[src/rtl/mpq_pkg.sv]
// Shared constants and types for the min-priority queue.
package mpq_pkg;

    localparam int CAPACITY = 16;
    localparam int DATA_W   = 32;
    localparam int IDX_W    = $clog2(CAPACITY);
    localparam int OCC_W    = $clog2(CAPACITY + 1);

    // request actions
    localparam logic [1:0] ACT_INSERT      = 2'd0;
    localparam logic [1:0] ACT_TAKE_MIN    = 2'd1;
    localparam logic [1:0] ACT_TAKE_OLDEST = 2'd2;

    // result status
    localparam logic [1:0] STAT_OK    = 2'd0;
    localparam logic [1:0] STAT_EMPTY = 2'd1;
    localparam logic [1:0] STAT_FULL  = 2'd2;

    localparam logic [DATA_W-1:0] EMPTY_MIN_VALUE    = 32'h7FFF_FFFF;
    localparam logic [DATA_W-1:0] EMPTY_OLDEST_VALUE = 32'hFFFF_FFFF;

    // per-cell control from the sequencer
    typedef struct packed {
        logic active;   // cell holds a live entry
        logic shift;    // take the right neighbor's entry
        logic load;     // take the insert value
    } cell_ctl_t;

    // running minimum handed left to right through the chain
    typedef struct packed {
        logic                     valid;
        logic                     have;
        logic [IDX_W-1:0]         idx;
        logic signed [DATA_W-1:0] value;
    } scan_t;

endpackage

[src/rtl/mpq_cell.sv]
// One queue slot: holds an entry, shifts toward the front, and joins the minimum scan.
module mpq_cell (
    input  logic                             clk,
    input  logic                             rst_n,
    input  mpq_pkg::cell_ctl_t               ctl,
    input  logic [mpq_pkg::IDX_W-1:0]        cell_idx,
    input  logic signed [mpq_pkg::DATA_W-1:0] load_value,
    input  logic signed [mpq_pkg::DATA_W-1:0] right_data,
    output logic signed [mpq_pkg::DATA_W-1:0] data,
    input  mpq_pkg::scan_t                   scan_in,
    output mpq_pkg::scan_t                   scan_out
);
    import mpq_pkg::*;

    logic signed [DATA_W-1:0] data_reg;
    scan_t                    scan_reg;
    scan_t                    scan_next;

    always_ff @(posedge clk)
    begin
        if (ctl.load)
        begin
            data_reg <= load_value;
        end
        else if (ctl.shift)
        begin
            data_reg <= right_data;
        end
    end

    // strict less-than keeps the earliest of equal minima
    always_comb
    begin
        scan_next = scan_in;
        if (scan_in.valid && ctl.active && (!scan_in.have || (data_reg < scan_in.value)))
        begin
            scan_next.have  = 1'b1;
            scan_next.idx   = cell_idx;
            scan_next.value = data_reg;
        end
    end

    always_ff @(posedge clk or negedge rst_n)
    begin
        if (!rst_n)
        begin
            scan_reg <= '0;
        end
        else
        begin
            scan_reg <= scan_next;
        end
    end

    assign data     = data_reg;
    assign scan_out = scan_reg;

endmodule

[src/rtl/min_priority_queue_top.sv]
// Top level of the min-priority queue: request sequencer, cell chain and result register.
//
// Bounded min-priority queue of CAPACITY signed 32-bit entries kept in arrival order.
// Request channel (s_*): s_tuser carries the action (insert, take-min, take-oldest),
// s_tdata the value to insert. Result channel (m_*): m_tdata carries the removed
// value, m_tuser the status (ok, empty, full). Every request beat yields one result beat.
// Sequencing: one request at a time. Insert, take-oldest, an empty take-min and the
// unused action code go from the request beat straight to the finish step. A take-min
// on a non-empty queue first sends a running minimum through the CAPACITY-cell chain,
// one cell per cycle, and reaches the finish step once it leaves the tail cell.
// The removal closes the gap as the result is registered: every cell from the removed
// slot onward copies its right neighbor.
// The result sits in an output register; the next request is taken while that
// beat still waits. If the receiver stalls, the sequencer holds the following
// result in its finish step until the register frees up, and takes no new request.
// Reset (rst_n low, async) empties the queue and drops any pending result beat.
module min_priority_queue_top (
    input  logic        clk,
    input  logic        rst_n,
    input  logic        s_tvalid,
    output logic        s_tready,
    input  logic [31:0] s_tdata,   // [31:0] value
    input  logic [1:0]  s_tuser,   // [1:0] action
    output logic        m_tvalid,
    input  logic        m_tready,
    output logic [31:0] m_tdata,   // [31:0] result_value
    output logic [1:0]  m_tuser    // [1:0] status
);
    import mpq_pkg::*;

    localparam logic [1:0] S_IDLE   = 2'd0;
    localparam logic [1:0] S_SCAN   = 2'd1;
    localparam logic [1:0] S_FINISH = 2'd2;

    logic [1:0]               state_reg, state_next;
    logic [1:0]               act_reg;
    logic signed [DATA_W-1:0] val_reg;
    logic [OCC_W-1:0]         occ_reg, occ_next;
    logic [IDX_W-1:0]         pos_reg;
    logic signed [DATA_W-1:0] min_reg;

    logic              m_valid_reg;
    logic [DATA_W-1:0] m_data_reg;
    logic [1:0]        m_user_reg;

    logic in_fire;
    logic slot_free;
    logic fin_fire;
    logic scan_start;

    logic [DATA_W-1:0] res_next;
    logic [1:0]        status_next;
    logic              do_shift;
    logic              do_load;
    logic [IDX_W-1:0]  shift_pos;

    cell_ctl_t                ctl    [CAPACITY];
    logic signed [DATA_W-1:0] cell_data [CAPACITY];
    scan_t                    scan_link [CAPACITY+1];

    assign s_tready  = (state_reg == S_IDLE);
    assign in_fire   = s_tvalid && s_tready;
    assign slot_free = !m_valid_reg || m_tready;
    assign fin_fire  = (state_reg == S_FINISH) && slot_free;
    assign scan_start = in_fire && (s_tuser == ACT_TAKE_MIN) && (occ_reg != '0);

    // head of the scan chain: nothing seen yet
    always_comb
    begin
        scan_link[0]       = '0;
        scan_link[0].valid = scan_start;
    end

    // --- cell chain ---
    genvar gi;
    generate
        for (gi = 0; gi < CAPACITY; gi++)
        begin : g_cell
            logic signed [DATA_W-1:0] right_data;

            if (gi == CAPACITY - 1)
            begin : g_tail
                assign right_data = cell_data[gi];
            end
            else
            begin : g_mid
                assign right_data = cell_data[gi+1];
            end

            always_comb
            begin
                ctl[gi].active = (OCC_W'(gi) < occ_reg);
                ctl[gi].shift  = do_shift && (IDX_W'(gi) >= shift_pos);
                ctl[gi].load   = do_load && (OCC_W'(gi) == occ_reg);
            end

            mpq_cell u_cell (
                .clk        (clk),
                .rst_n      (rst_n),
                .ctl        (ctl[gi]),
                .cell_idx   (IDX_W'(gi)),
                .load_value (val_reg),
                .right_data (right_data),
                .data       (cell_data[gi]),
                .scan_in    (scan_link[gi]),
                .scan_out   (scan_link[gi+1])
            );
        end
    endgenerate

    // --- finish step decode ---
    always_comb
    begin
        res_next    = '0;
        status_next = STAT_OK;
        occ_next    = occ_reg;
        do_shift    = 1'b0;
        do_load     = 1'b0;
        shift_pos   = '0;
        case (act_reg)
            ACT_INSERT:
            begin
                if (occ_reg == OCC_W'(CAPACITY))
                begin
                    status_next = STAT_FULL;
                end
                else
                begin
                    do_load  = fin_fire;
                    occ_next = occ_reg + OCC_W'(1);
                end
            end
            ACT_TAKE_MIN:
            begin
                if (occ_reg == '0)
                begin
                    res_next    = EMPTY_MIN_VALUE;
                    status_next = STAT_EMPTY;
                end
                else
                begin
                    res_next  = min_reg;
                    do_shift  = fin_fire;
                    shift_pos = pos_reg;
                    occ_next  = occ_reg - OCC_W'(1);
                end
            end
            ACT_TAKE_OLDEST:
            begin
                if (occ_reg == '0)
                begin
                    res_next    = EMPTY_OLDEST_VALUE;
                    status_next = STAT_EMPTY;
                end
                else
                begin
                    res_next = cell_data[0];
                    do_shift = fin_fire;
                    occ_next = occ_reg - OCC_W'(1);
                end
            end
            default:
            begin
                res_next = '0;
            end
        endcase
    end

    // --- sequencer ---
    always_comb
    begin
        state_next = state_reg;
        case (state_reg)
            S_IDLE:
            begin
                if (in_fire)
                begin
                    state_next = scan_start ? S_SCAN : S_FINISH;
                end
            end
            S_SCAN:
            begin
                if (scan_link[CAPACITY].valid)
                begin
                    state_next = S_FINISH;
                end
            end
            S_FINISH:
            begin
                if (slot_free)
                begin
                    state_next = S_IDLE;
                end
            end
            default:
            begin
                state_next = S_IDLE;
            end
        endcase
    end

    always_ff @(posedge clk or negedge rst_n)
    begin
        if (!rst_n)
        begin
            state_reg   <= S_IDLE;
            occ_reg     <= '0;
            m_valid_reg <= 1'b0;
        end
        else
        begin
            state_reg <= state_next;
            if (fin_fire)
            begin
                occ_reg     <= occ_next;
                m_valid_reg <= 1'b1;
            end
            else if (m_tready)
            begin
                m_valid_reg <= 1'b0;
            end
        end
    end

    // payload registers
    always_ff @(posedge clk)
    begin
        if (in_fire)
        begin
            act_reg <= s_tuser;
            val_reg <= s_tdata;
        end
        if ((state_reg == S_SCAN) && scan_link[CAPACITY].valid)
        begin
            pos_reg <= scan_link[CAPACITY].idx;
            min_reg <= scan_link[CAPACITY].value;
        end
        if (fin_fire)
        begin
            m_data_reg <= res_next;
            m_user_reg <= status_next;
        end
    end

    assign m_tvalid = m_valid_reg;
    assign m_tdata  = m_data_reg;
    assign m_tuser  = m_user_reg;

`ifndef SYNTHESIS
    // occupancy never runs past the store
    a_occ_bound: assert property (@(posedge clk) disable iff (!rst_n)
        occ_reg <= OCC_W'(CAPACITY))
        else $error("occupancy above capacity");

    // the scan result only reaches the tail while the sequencer waits for it
    a_scan_tail: assert property (@(posedge clk) disable iff (!rst_n)
        scan_link[CAPACITY].valid |-> (state_reg == S_SCAN))
        else $error("scan result outside scan state");

    // a successful insert grows the queue by one
    a_insert_grow: assert property (@(posedge clk) disable iff (!rst_n)
        (fin_fire && (act_reg == ACT_INSERT) && (occ_reg != OCC_W'(CAPACITY)))
        |=> (occ_reg == $past(occ_reg) + OCC_W'(1)))
        else $error("insert did not grow occupancy");

    // an empty status is only reported from an empty queue
    a_empty_status: assert property (@(posedge clk) disable iff (!rst_n)
        (fin_fire && (status_next == STAT_EMPTY)) |-> (occ_reg == '0))
        else $error("empty status with entries held");
`endif

endmodule

[config.mk]
export PLATFORM = sky130hd
export DESIGN_NAME = min_priority_queue_top
export DESIGN_NICKNAME = d
export VERILOG_FILES = /design/src/rtl/mpq_pkg.sv /design/src/rtl/mpq_cell.sv /design/src/rtl/min_priority_queue_top.sv
export SDC_FILE = /design/constraint.sdc
export NUM_CORES = 2
export LEC_CHECK = 0
export ABC_AREA = 0
export BUFFER_PORTS_ARGS = -buffer_cell sky130_fd_sc_hd__buf_2
export CORE_MARGIN = 2
export CORE_UTILIZATION = 40
export CTS_CLUSTER_SIZE = 12
export DETAILED_ROUTE_END_ITERATION = 10
export PLACE_DENSITY = 0.65
export SKIP_CTS_REPAIR_TIMING = 1
export SLEW_MARGIN = 20
export SYNTH_ARGS = -nofsm -noshare
export SYNTH_HDL_FRONTEND = slang
export SYNTH_HIERARCHICAL = 1
export SYNTH_SLANG_ARGS = --single-unit
[constraint.sdc]
create_clock -name clk -period 4.9 [get_ports clk]
set_input_delay 0.245 -clock clk [delete_from_list [all_inputs] [get_ports clk]]
set_output_delay 0.245 -clock clk [all_outputs]
set_load 0.01 [all_outputs]
### Word level (Yosys, flattened, before mapping)

Cells that the tools add are included.

* register bits after elaboration: 1231
* output and inout port bits: 36

* add/subtract/negate cells: 2
* $lt $le $gt $ge: 46
* eq/ne operators: 26
* muxes and demuxes: 68
* reductions and logical operators: 123

Operators by type and width (number)
* $mux 32: 32
* $mux 37: 15
* $lt 32x32->1: 15
* $logic_and 1x1->1: 67
* $pmux 32 s2: 1
* $eq 4x5->1 const A: 8
* $lt 4x5->1 const A: 8
* $mux 36: 1
* $reduce_bool 2->1: 17
* $ge 4x4->1 const A: 7
* $eq 3x5->1 const A: 4
* $lt 3x5->1 const A: 4
* $ge 3x4->1 const A: 4
* $logic_not 1->1: 16
* $logic_or 1x1->1: 16
* $eq 2x5->1 const A: 2
* $lt 1x5->1 const A: 2
* $lt 2x5->1 const A: 2
* $mux 2: 5
* $mux 5: 2
* $pmux 5 s2: 1
* $ge 1x4->1 const A: 2
* $ge 2x4->1 const A: 2
* $mux 4: 2
* other kinds (17): 30

### Longest topological paths before layout

* depth in word-level cells: 8
* gate-level depth with buffers: 14
* mapped depth without buffers: 12

### Hierarchy

The synthesis kept the hierarchy.

Modules (own cells, without submodules)
* mpq_cell: instances 16, cells each 261, area each 3732.3 um^2, seq. area each 1911.8 um^2
* min_priority_queue_top: instances 1, cells each 337, area each 4730.8 um^2, seq. area each 3323.2 um^2

### Least setup slack after synthesis

Ideal clock, no wire load.

* path type: register -> register
* from: reg state_reg[0]
* to: reg g_cell[5].u_cell.data_reg[0] (enable)
* setup time: 0.375 ns
* arrival: 3.833 ns
* required time: 4.525 ns
* slack: 0.693 ns
* cell stages (with the launch flop): 8
* period minus slack after synthesis: 4.207 ns
* cell sequence: dfrtp_1 > nand2b_1 > nor2_1 > nand4_1 > nor2_1 > clkbuf_1 > clkbuf_1 > or2_2

RTL lines
* start, declared: RTL line min_priority_queue_top.sv:35 `logic [1:0] state_reg, state_next;`
* start signal, assigned: RTL line min_priority_queue_top.sv:212 `state_reg <= state_next;`
* end signal, assigned: RTL line mpq_cell.sv:23 `data_reg <= load_value;`
* end signal, assigned: RTL line mpq_cell.sv:27 `data_reg <= right_data;`
* end, declared: RTL line mpq_cell.sv:15 `logic signed [DATA_W-1:0] data_reg;`

==> out/metrics.yaml <==
area_delta_synth_final_pct: 12.94
wl_mm: 169.4
die_w_um: 405.3
crit_path_frequent_cell: "inv_1"
largest_reg_flops: 607
share_comb_of_total_power_pct: 34.9
gp_congestion: 0.8606
fin_worst_skew_ns: 0.03278
place_ws_ns: 1.246
grt_pass1_vias: 37502
critPathMaxStageDelay_ns: 0.58
drc_errors: 0
slew_headroom_pct: 34.00
setup_tns_ns: 0
core_area_um2: 160200
drtIter0Drc: 3487
clock_path_buffers: 3
grt_usage_pct: 20.62
syn_avg_cell_area_um2: 14.28
post-route-min-period_ns: 3.662
hold_path.class: "in2async"
switching_share_pct: 34.89
setup_ws_ns: 1.238
boundaryPins: 74
max_freq_mhz: 273.1
crit_path_cell_trace: "inv_1 > ha_1 > nor3b_1 > nand2b_1 > nand4b_1 > inv_1 > nand2_1 > a211oi_1 > o21ai_0 > o21ai_1 > o221ai_4 > buf_4 > mux2_2"
arrival_ns: 4.31
portBuffers: 73
grt_max_degree: 126
overflow: 0
grt_pass1_wl_mm: 252.3
top_layer_used: "met4"
rsz0062_at_grt: "no"
cts_tree: "built"
p_seq_share_pct: 41.2
worstSetupStartpointType: "flip-flop"
hpwl_mm: 116.1
power_density_nw_per_um2: 606.0
layout-drive-gt1-share_pct: 32.00
antenna_found_initial: 2
path_class: "reg2reg"
syn_inst: 4511
p_clk_share_pct: 23.9
tightest_slew_ns: 0.9900
vdd_drop_max_mv: 0.3803
slowest_stage: "buf_4"
intPower_w: 0.02871
wl_met1_mm: 82.72
clk_latency_ns: 0.78
worst_hold_slack_ns: 0.1066
wl_met2_mm: 70.58
placementRows: 147
clk_pin_slew_ns: 0.06
finalSetupViolCount: 0
hold_viol: 0
cp-end-kind: "flip-flop"
syn_area_um2: 64420
via_count: 37312
p_leak_nw: 32.03
cp_data_required_time_ns: 5.55
dieArea_um2: 164300
power_switching_w: 0.01538
viasPerCell: 5.236
clock-root-buffer: "clkbuf_16"
die_y_um: 405.3
synth_warnings: 6
numCtsBuffers: 140
layout.nets: 5387
clock_sinks: 1231
initial_utilization_pct: 40.21
n_fill_cell: 14046
cts-htree-levels: 4
dr_wl_met3_mm: 9.669
drv_cap: 0
fin_total_pwr_w: 0.04409
first_pass_iters: 5
wl_per_cell_um: 23.78
status: "finished, final reports clean"
crit_path_max_fanout: 36
drtAntennaViolNets: 0
fin_crit_sh_pct: 74.74
drv_slew: 0
==> cells in the final DEF, fill, tap and decap left out, types with 17 or more instances in the layout <==
master / instances
mux2_2: 608
a22oi_1: 31
buf_4: 73
a21oi_1: 186
o21bai_1: 18
inv_1: 525
edfxtp_1: 616
nand4_1: 49
or2_2: 20
clkinv_2: 23
o21ai_1: 17
nor2_1: 70
a21o_1: 22
dlygate4sd3_1: 37
dfrtp_1: 615
nand3_1: 21
o21a_1: 33
mux2_4: 481
clkbuf_16: 146
o21ai_0: 54
nand2_1: 190
ha_1: 505
a21boi_0: 23
a2111oi_4: 33
clkbuf_1: 39
nor2b_1: 17
conb_1: 135
buf_2: 72
==> per-layer routing <==
layer / track usage (%) / up-vias
met5: 0 / -
met4: 8.039 / 0
met3: 3.395 / 262
met2: 29.19 / 1129
met1: 31.21 / 19052
li1: - / 16869
==> layout make-up <==
type	instances	area [um^2]	share of cell area, %
flip-flops and latches	1231	33890	46.58
well taps	2160	2703	3.715
diodes	4	10.01	0.01376
inverters	525	1971	2.709
clock inverters	64	653.1	0.8977
clock buffers	196	3951	5.431
repair buffers	193	1499	2.060
multi-input cells	2753	28080	38.60
==> worst paths after layout <==
check                      cells past startpoint                                startpoint                                        to  slack (ns)
max                                           13                    occ_reg[1]$_DFFE_PN0P_    g_cell[0].u_cell/scan_out[2]$_DFF_PN0_        1.24
min                                            2                                     rst_n   g_cell[15].u_cell/scan_out[9]$_DFF_PN0_        0.11
max reg2reg                                   13                    occ_reg[1]$_DFFE_PN0P_    g_cell[0].u_cell/scan_out[2]$_DFF_PN0_        1.24
min reg2reg                                    0  g_cell[14].u_cell/scan_out[37]$_DFF_PN0_  g_cell[15].u_cell/scan_out[37]$_DFF_PN0_        0.37
max in group asynchronous                      3                                     rst_n  g_cell[15].u_cell/scan_out[19]$_DFF_PN0_        3.51
min in group clk                               2                               s_tdata[18]                     val_reg[18]$_DFFE_PP_        0.18
==> stage by stage <==
step                cell area (um^2)  util, %  instances
finish                         72750    45.42       7126
floorplan                      64920        -       4644
CTS                            72270    45.11       7080
detailed placement             67660    42.24       6820
global route                   72740    45.41       7122
global placement               67660    42.24       6820
==> critical path: cells and delay by family, from the launching register on <==
family | cells | cell delay (ns)
AND/OR/NAND/NOR | 4 | 0.97
buffers and inverters | 3 | 0.83
AO/OA/AOI/OAI | 4 | 0.61
flip-flops | 1 | 0.48
multiplexers | 1 | 0.41
adder cells (fa/ha/maj) | 1 | 0.23
==> power groups by stage <==
stage / clock, W / combinational (W) / sequential (W)
2_1_floorplan: 0 / 0.0116 / 0.0167
3_3_place_gp: 0 / 0.0146 / 0.0183
3_5_place_dp: 0 / 0.0151 / 0.0182
4_1_cts: 0.0107 / 0.0153 / 0.0181
5_1_grt: 0.0112 / 0.0169 / 0.0184
6_report: 0.0105 / 0.0154 / 0.0182
Note: power is estimated with default switching activity, not from simulation.
